[src/sv/assert_macros.svh]
// Assertion macros shared by the fixed-point ALU modules.
// Depends on nothing; included inside module bodies.
`ifndef ASSERT_MACROS_SVH
`define ASSERT_MACROS_SVH

// Checks that a property holds on every clock edge outside reset.
`define ASSERT_CLK(label, prop, msg) \
   label: assert property (@(posedge clock) disable iff (reset) (prop)) else $error(msg);

// Checks that a condition implies another condition in the next cycle.
`define ASSERT_NEXT(label, cond, nxt, msg) \
   label: assert property (@(posedge clock) disable iff (reset) (cond) |=> (nxt)) \
      else $error(msg);

`endif

[src/sv/fpa_pkg.sv]
// Package for the fixed-point ALU: widths, opcodes and shared types.
// Depends on nothing.
`timescale 1ns / 1ps
package fpa_pkg;
   localparam int FRAC_BITS = 8;
   localparam int DATA_W = 32;
   localparam int NUM_W = DATA_W + FRAC_BITS;
   localparam int QUO_W = NUM_W;
   localparam int DIV_STAGES = QUO_W;

   typedef enum logic [3:0] {
      OP_ADD = 4'd0, OP_SUB = 4'd1, OP_MUL = 4'd2, OP_DIV = 4'd3,
      OP_GT = 4'd4, OP_LT = 4'd5, OP_GE = 4'd6, OP_LE = 4'd7,
      OP_EQ = 4'd8, OP_NE = 4'd9, OP_MIN = 4'd10, OP_MAX = 4'd11,
      OP_INC = 4'd12, OP_DEC = 4'd13, OP_FROM_INT = 4'd14, OP_TO_INT = 4'd15
   } opcode_type;

   typedef struct packed {
      opcode_type        opcode;
      logic [DATA_W-1:0] a;
      logic [DATA_W-1:0] b;
   } cmd_type;

   typedef struct packed {
      logic [DATA_W-1:0] result;
      logic              compare_true;
      logic              divide_by_zero;
   } rsp_type;
endpackage

[src/sv/fpa_front.sv]
// Front end: accepts request beats into a two-entry command queue.
// Depends on fpa_pkg.
`timescale 1ns / 1ps
module fpa_front (
   input  logic             clock,
   input  logic             reset,
   input  logic             push,
   output logic             full,
   input  fpa_pkg::cmd_type cmd,
   output logic             cmd_valid,
   input  logic             cmd_take,
   output fpa_pkg::cmd_type cmd_out
);
   import fpa_pkg::*;
   `include "assert_macros.svh"

   cmd_type    mem_ff [2];
   logic       wr_ptr_ff, wr_ptr_in, rd_ptr_ff, rd_ptr_in;
   logic [1:0] count_ff, count_in;
   logic       do_push, do_pop;

   assign full = (count_ff == 2'd2);
   assign cmd_valid = (count_ff != 2'd0);
   assign cmd_out = mem_ff[rd_ptr_ff];
   assign do_push = push && !full;
   assign do_pop = cmd_take && cmd_valid;

   always_comb begin
      wr_ptr_in = wr_ptr_ff ^ do_push;
      rd_ptr_in = rd_ptr_ff ^ do_pop;
      count_in = count_ff + {1'b0, do_push} - {1'b0, do_pop};
   end

   always_ff @(posedge clock) begin
      if (reset) begin
         wr_ptr_ff <= 1'b0;
         rd_ptr_ff <= 1'b0;
         count_ff <= 2'd0;
      end else begin
         wr_ptr_ff <= wr_ptr_in;
         rd_ptr_ff <= rd_ptr_in;
         count_ff <= count_in;
      end
   end

   always_ff @(posedge clock) begin
      if (do_push) begin
         mem_ff[wr_ptr_ff] <= cmd;
      end
   end

   `ASSERT_CLK(a_count_range, count_ff != 2'd3, "command queue count out of range")
   `ASSERT_NEXT(a_full_no_pop, full && !cmd_take, full, "command queue lost an entry")
endmodule

[config.mk]
export PLATFORM = sky130hd
export DESIGN_NAME = fpa_front
export DESIGN_NICKNAME = d
export VERILOG_FILES = /design/src/sv/fpa_pkg.sv /design/src/sv/fpa_front.sv
export VERILOG_INCLUDE_DIRS = /design/src /design/src/sv
export SDC_FILE = /design/constraint.sdc
export NUM_CORES = 1
export LEC_CHECK = 0
export BUFFER_PORTS_ARGS = -buffer_cell sky130_fd_sc_hd__buf_4
export CORE_MARGIN = 2
export CORE_UTILIZATION = 37
export DETAILED_ROUTE_END_ITERATION = 7
export GPL_TIMING_DRIVEN = 0
export MAX_ROUTING_LAYER = met4
export PLACE_DENSITY = 0.65
export SYNTH_ARGS = -nofsm -noshare
export SYNTH_HDL_FRONTEND = slang
export SYNTH_SLANG_ARGS = --single-unit
[constraint.sdc]
create_clock -name clock -period 2.6 [get_ports clock]
set_clock_uncertainty 0.1 [all_clocks]
set_input_delay 0 -clock clock [delete_from_list [all_inputs] [get_ports clock]]
set_output_delay 0 -clock clock [all_outputs]
set_load 0.005 [all_outputs]
==> summary.md, run 1 <==
| Metric | Value |
|---|---|
| Actual slew at the worst max-slew pin | `about 0.34 ns` |
| LEAKAGE | `between 2 and 3 nW` |
| Port Buffer Count | `~140` |
| Capturing element type of the critical path | `flip-flop` |
| Maximum Capacitance Violations | `0` |
| Depth of the worst register-to-register path | `4` |
| DRC Markers | `0` |
| Cell chain of the critical path | `nand2b_1, and2_1, ha_4, buf_16` |
| Data arrival, critical path | `about 1.8 ns` |
| Total routing resource utilization after global routing | `13.8%` |
| Unique cell type count in the Yosys netlist | `17` |
| I/O pin count | `between 100 and 150` |
| Ys async rst share | `0%` |
| First-pass GRT wire length | `between 10000 and 15000 um` |
| Total Nets Final | `around 540` |
| Data required, critical path | `about 2.6 ns` |
| Synthesis-to-layout area growth | `51.6%` |
| Count of buffers added by post-CTS timing repair for setup | `0` |
| Number of nets produced by synthesis | `approximately 310` |
| Kind of critical path | `reg -> reg` |
| Antenna fix cells | `0` |
| # rows | `43` |
| Power density relative to cell area | `~900 nW/um2` |
| Die area | `approximately 15000 um2` |
| Number of hold violations in the final report | `0` |
| Status | `completed` |
| Type of the most critical hold path | `in -> reg` |
| Number of cells on the critical path | `4` |
| Instance count of the mapped netlist | `approximately 240` |
| Overflow left after global routing | `0` |
| Register area share after synthesis | `about four fifths` |
| Kind of cell with the highest combined delay on the critical path | `simple AND/OR/NAND/NOR gates` |
| Top area cells in the synthesized netlist | `sky130_fd_sc_hd__edfxtp_1 (79%), sky130_fd_sc_hd__mux2_2 (15%), sky130_fd_sc_hd__dfxtp_1 (1.5%)` |
| Post-Syn Area per Cell | `22.0 um2` |
| Most instantiated flip-flop cell in the synthesis netlist | `sky130_fd_sc_hd__edfxtp_1` |
| Most frequent cell after synthesis | `sky130_fd_sc_hd__edfxtp_1` |
| Worst skew pair latency | `approximately 0.40 ns` |
| Highest attainable clock frequency | `~550 MHz` |
| Root Buffer Master | `sky130_fd_sc_hd__clkbuf_16` |
| Leading post-synthesis cells by instance count | `sky130_fd_sc_hd__edfxtp_1 (136), sky130_fd_sc_hd__mux2_2 (69), sky130_fd_sc_hd__buf_6 (4), sky130_fd_sc_hd__dfxtp_1 (4), sky130_fd_sc_hd__ha_1 (4)` |
| Vias post-DR | `2911` |
| Number of synthesized flops with an enable pin | `approximately 140` |
| Setup repair after global routing missed its margin | `no` |
| Total of flip-flops plus latches after synthesis | `between 100 and 150` |
| First-pass detailed-route iteration total | `4` |
| Final cycle utilization of the critical path | `70.1%` |
| Maximum vdd ir drop | `0.595 mV` |
| Max Fanout on Critical Path | `slightly below 60` |
| Number of global-route vias before repair | `roughly 3000` |
| TritonCTS clock tree | `built` |
| Inserted Clock Buffers | `17` |
| Post-DP HPWL | `approximately 6000 um` |
| Initial antenna violation count | `0` |
| Number of antenna-violating nets in the routed design | `0` |
| Initial cell density of the core | `37.5%` |
| Mapped cell area | `between 5000 and 6000 um2` |
| Via-to-Cell Ratio | `between 4 and 5` |
| Routability Congestion | `0.634` |
| Total Power | `roughly 7.1 mW` |
| Ratio of cells with drive above 1 in the final layout | `52.7%` |
| Area share of the largest cell type after synthesis | `79.0%` |
| Final routed wire length divided by cell count | `14.8 um` |
| Final worst path period need | `about 1.8 ns` |
| Slowest CP cell | `sky130_fd_sc_hd__dfxtp_1` |
| Final core utilization | `around 57%` |
| Worst-path clk slew | `about 0.050 ns` |
| Capture point of the critical path | `mem_ff[0][5]` |
| Max H-tree Level | `4` |
| Crit path launch type | `flip-flop` |
| Clk buf depth | `2` |
| Die span in x | `roughly 120 um` |
| TritonCTS Sinks | `140` |
| Filler Cell Count | `approximately 1100` |
| Largest stage delay on the critical path | `0.36 ns` |
| Worst flop-to-flop path endpoint | `mem_ff[0][5]` |
| Sequential standard cell area | `4160 um2` |
| Launch point of the worst path | `count_ff[0]` |
| Die Span Y | `122 um` |
| Combined area of the multi-input logic cells | `around 940 um2` |
| Dominant cell type by area after synthesis | `sky130_fd_sc_hd__edfxtp_1` |
| Largest net degree at the start of global routing | `60` |
| Final max-slew violation count | `0` |
| Final setup vio count | `0` |
| Tightest slew margin relative to the limit | `77.3%` |
| Buffers and inverters on the worst path | `1` |
| Floorplan core area | `around 14000 um2` |
| Setup slack of the worst register-to-register path | `0.78 ns` |
| Count of synthesis-stage warnings from yosys | `0` |
| Startpoint of the worst register-to-register path | `count_ff[0]` |
| Routed Wire Length | `between 9000 and 10000 um` |
| Number of design-rule violations left by the first detailed-router iteration | `150` |
==> worst register-to-register path, stage by stage, from the launching register on <==
cell,delay (ns)
sky130_fd_sc_hd__dfxtp_1,0.36
sky130_fd_sc_hd__nand2b_1,0.15
sky130_fd_sc_hd__and2_1,0.24
sky130_fd_sc_hd__ha_4,0.28
sky130_fd_sc_hd__buf_16,0.30
==> logic make-up after synthesis <==
logic type	share of synthesized area, %
flops	80.6
compound gates	0.145
xor+xnor	0.436
buf+inv	1.82
fa+ha+maj	0.968
simple gates	1.04
mux	15.0
==> state kept, by name (all words and copies together) (netlist names) <==
signal / flops
wr_ptr_ff: 1
count_ff: 2
mem_ff: 136
rd_ptr_ff: 1
==> repair_timing <==
| item | in CTS | in global routing |
|---|---|---|
| hold buffers | 70 | 0 |
| setup endpoints to repair | 0 | 0 |
| gates resized for setup | 0 | 0 |
| endpoints found under the hold margin | 140 | 0 |
==> layer usage <==
metal  up-vias  track usage, %  wire [um]
met2        94            22.5       4990
li1       1391               -          -
met1      1411            15.5       4040
met4         0            6.25        164
met3        15            4.35        557
met5         -               -          0
==> through the flow <==
step / setup slack (ns) / TNS (ns) / cells / hold slack, ns / cell area [um2]
after CTS: 0.756 / 0 / 660 / 0.0125 / 7840
after floorplan: -0.197 / -26.84 / 235 / -0.0333 / 5170
after global routing: 0.643 / 0 / 660 / 0.0371 / 7840
after global placement: -1.19 / -161.09 / 556 / 0.0854 / 6450
after detailed placement: 0.762 / 0 / 558 / 0.0877 / 6530
final: 0.777 / 0 / 660 / 0.0237 / 7840
==> worst min-delay path by stage <==
stage,from,to,cells past startpoint
after detailed placement,cmd[39],mem_ff[0][39],1
after floorplan,reset,wr_ptr_ff,1
after global routing,push,wr_ptr_ff,4
after CTS,push,wr_ptr_ff,4
after global placement,cmd[62],mem_ff[0][62],1
final,push,wr_ptr_ff,4
==> placed cells by master, fill, tap and decap left out, types with 4 or more instances in the layout <==
cell type / count
sky130_fd_sc_hd__clkbuf_16: 17
sky130_fd_sc_hd__bufinv_16: 4
sky130_fd_sc_hd__buf_4: 144
sky130_fd_sc_hd__mux2_2: 69
sky130_fd_sc_hd__dfxtp_1: 4
sky130_fd_sc_hd__edfxtp_1: 136
sky130_fd_sc_hd__buf_6: 4
sky130_fd_sc_hd__clkinv_2: 5
sky130_fd_sc_hd__dlygate4sd3_1: 70
==> report_power, final <==
group / total (mW) / internal (mW) / switching, mW
Sequential: 2.93 / 2.86 / 0.0717
Combinational: 1.69 / 0.998 / 0.691
Clock: 2.43 / 1.58 / 0.850
==> area by class of cell <==
class	count	share of cell area, %
clock inverters	15	2.28
clock buffers	17	5.43
inverters	3	0.144
well taps	180	2.87
repair buffers	213	23.1
multi-input cells	84	11.9
plain buffers	8	1.05
flip-flops and latches	140	53.1
(Power assumes the default switching activity.)
==> run 2: changes to the inputs <==
PLACE_DENSITY = 0.63   (was 0.65)
clock period = 1.7 ns   (was 2.6 ns; I/O delays follow)
==> run 2 against run 1 <==
  * Register-to-register slack got worse by 0.63 ns
  * Via count rose by 0.79%
  * Count of clock-buffer cells in the layout rose by 2
  * First-iteration DRC count fell by 14%
  * Wire length rose by 4.4%
  * Critical path depth did not move
  * Die area did not move
  * Critical endpoint is now cmd_out[13]
  * Largest power group unchanged
==> summary.md, run 2 (synthesis gave the netlist of run 1 again) <==
| Metric | Value |
|---|---|
| Die Span Y | `122 um` |
| Final worst path period need | `approximately 1.6 ns` |
| Synthesis-to-layout area growth | `55.3%` |
| Largest net degree at the start of global routing | `35` |
| First-pass detailed-route iteration total | `4` |
| Final setup vio count | `0` |
| Setup repair after global routing missed its margin | `no` |
| Kind of critical path | `reg -> out` |
| Number of design-rule violations left by the first detailed-router iteration | `around 130` |
| Worst skew pair latency | `0.41 ns` |
| Ratio of cells with drive above 1 in the final layout | `53.5%` |
| Vias post-DR | `between 2000 and 3000` |
| Number of placed cells counting well taps | `556` |
| Leading cell types in the layout, fill and taps excluded | `sky130_fd_sc_hd__buf_4 (142), sky130_fd_sc_hd__edfxtp_1 (136), sky130_fd_sc_hd__dlygate4sd3_1 (71)` |
| Overflow left after global routing | `0` |
| # rows | `43` |
| Crit path launch type | `flip-flop` |
| Most frequent standard cell in the layout excluding fill and tap cells | `sky130_fd_sc_hd__buf_4` |
| LEAKAGE | `approximately 3.0 nW` |
| First-pass GRT wire length | `15500 um` |
| DRC Markers | `0` |
| Register name with the most flops | `mem_ff` |
| Max reg flops | `136` |
| Highest attainable clock frequency | `~600 MHz` |
| Depth of the worst register-to-register path | `4` |
| Maximum Capacitance Violations | `0` |
| Inserted Clock Buffers | `17` |
| Type of the most critical hold path | `in -> reg` |
| Initial cell density of the core | `between 30 and 40%` |
| Tightest slew margin relative to the limit | `between 80% and 90%` |
| Power density relative to cell area | `1380 nW/um2` |
| Max H-tree Level | `4` |
| Final core utilization | `between 50 and 60%` |
| Post-DP HPWL | `5660 um` |
| Worst-path clk slew | `around 0.060 ns` |
| Final cycle utilization of the critical path | `between 90% and 100%` |
| Pre-CTS setup slack | `-0.353 ns` |
| Number of antenna-violating nets in the routed design | `0` |
| Area of placed instances | `~6500 um2` |
| Max Fanout on Critical Path | `10` |
| Port Buffer Count | `141` |
| Final routed wire length divided by cell count | `15.3 um` |
| Post-route cell area | `~8000 um2` |
| Via-to-Cell Ratio | `between 4 and 5` |
| Antenna fix cells | `0` |
| Final cell count without fillers | `roughly 670` |
| Total routing resource utilization after global routing | `approximately 15%` |
| Die span in x | `around 120 um` |
| Total Nets Final | `between 500 and 600` |
| Number of global-route vias before repair | `roughly 3100` |
| Filler Cell Count | `1070` |
| Routed Wire Length | `slightly above 10000 um` |
| Number of hold violations in the final report | `0` |
| Maximum vdd ir drop | `roughly 0.92 mV` |
| Actual slew at the worst max-slew pin | `roughly 0.21 ns` |
| I/O pin count | `142` |
| Final max-slew violation count | `0` |
| Data arrival, critical path | `1.53 ns` |
| Biggest regs | `mem_ff x136, count_ff x2` |
| Worst hold path stage count | `2` |
| Floorplan core area | `approximately 14000 um2` |
| Die area | `about 15000 um2` |
| Initial antenna violation count | `0` |
| Status | `completed` |
| Clk buf depth | `2` |
| Routability Congestion | `about 0.63` |
| Tightest hold margin | `about 0.21 ns` |
| Data required, critical path | `between 1.5 and 2 ns` |
| TritonCTS clock tree | `built` |
| Final WS setup | `about 0.071 ns` |
| Root Buffer Master | `sky130_fd_sc_hd__clkbuf_16` |
| Capturing element type of the critical path | `output port` |
| TritonCTS Sinks | `140` |
-- run 2: cell types whose count changed in the layout (fill, tap and decap cells not counted), moves of 2 or more --
cell,change
sky130_fd_sc_hd__buf_12,+12
sky130_fd_sc_hd__buf_6,-4
sky130_fd_sc_hd__buf_4,-2
sky130_fd_sc_hd__clkbuf_1,+2
sky130_fd_sc_hd__clkinv_2,-2
-- run 2: worst max-delay path: stages (launching register included) --
cell and delay [ns]:
sky130_fd_sc_hd__dfxtp_2 0.34, sky130_fd_sc_hd__buf_12 0.16, sky130_fd_sc_hd__buf_12 0.14, sky130_fd_sc_hd__mux2_2 0.34
sky130_fd_sc_hd__buf_4 0.14
-- run 2: what timing repair did --
action,4_1_cts,5_1_grt
pin swaps,1,0
hold endpoints to repair,140,0
hold buffers,71,0
setup endpoints to repair,166,32
resized for setup,1,18
buffers inserted,7,0
-- run 2: routing by layer --
metal / GRT usage, % / part of all wire (%) / vias up
li1: - / - / 1399
met1: 16.8 / 43 / 1424
met2: 24.3 / 50 / 98
met3: 4.17 / 5.3 / 13
met4: 6.47 / 1.6 / 0
met5: - / 0 / -
-- run 2: report_power, final --
group	leakage, nW	total (mW)	switching, mW	internal, mW
clock	0.288	3.75	1.32	2.43
combinational	1.45	2.85	1.11	1.74
sequential	1.30	4.49	0.117	4.38
-- run 2: worst paths after layout --
check | start | end | slack (ns)
worst max-delay path | rd_ptr_ff | cmd_out[13] | 0.07
worst min-delay path | cmd[22] | mem_ff[0][22] | 0.21
worst max register to register | count_ff[0] | mem_ff[0][66] | 0.15
worst min register to register | wr_ptr_ff | wr_ptr_ff | 0.53
-- run 2: cell type report --
class / instances / area (um2) / share of cell area, %
tap: 180 / 225 / 2.81
timing repair buffer: 219 / 1910 / 23.8
sequential: 140 / 4170 / 51.9
clock inverter: 13 / 174 / 2.17
multi-input combinational: 84 / 946 / 11.8
buffer: 8 / 160 / 2.00
inverter: 3 / 11.3 / 0.140
clock buffer: 19 / 433 / 5.39
-- run 2: through the flow --
| step | total power, mW | setup TNS, ns |
|---|---|---|
| 6_report | 11.1 | 0 |
| 5_1_grt | 11.6 | 0 |
| 4_1_cts | 11.1 | -0.481 |
| 3_5_place_dp | 7.02 | -46.16 |
| 3_3_place_gp | 6.99 | -43.38 |
| 2_1_floorplan | 5.82 | 0 |
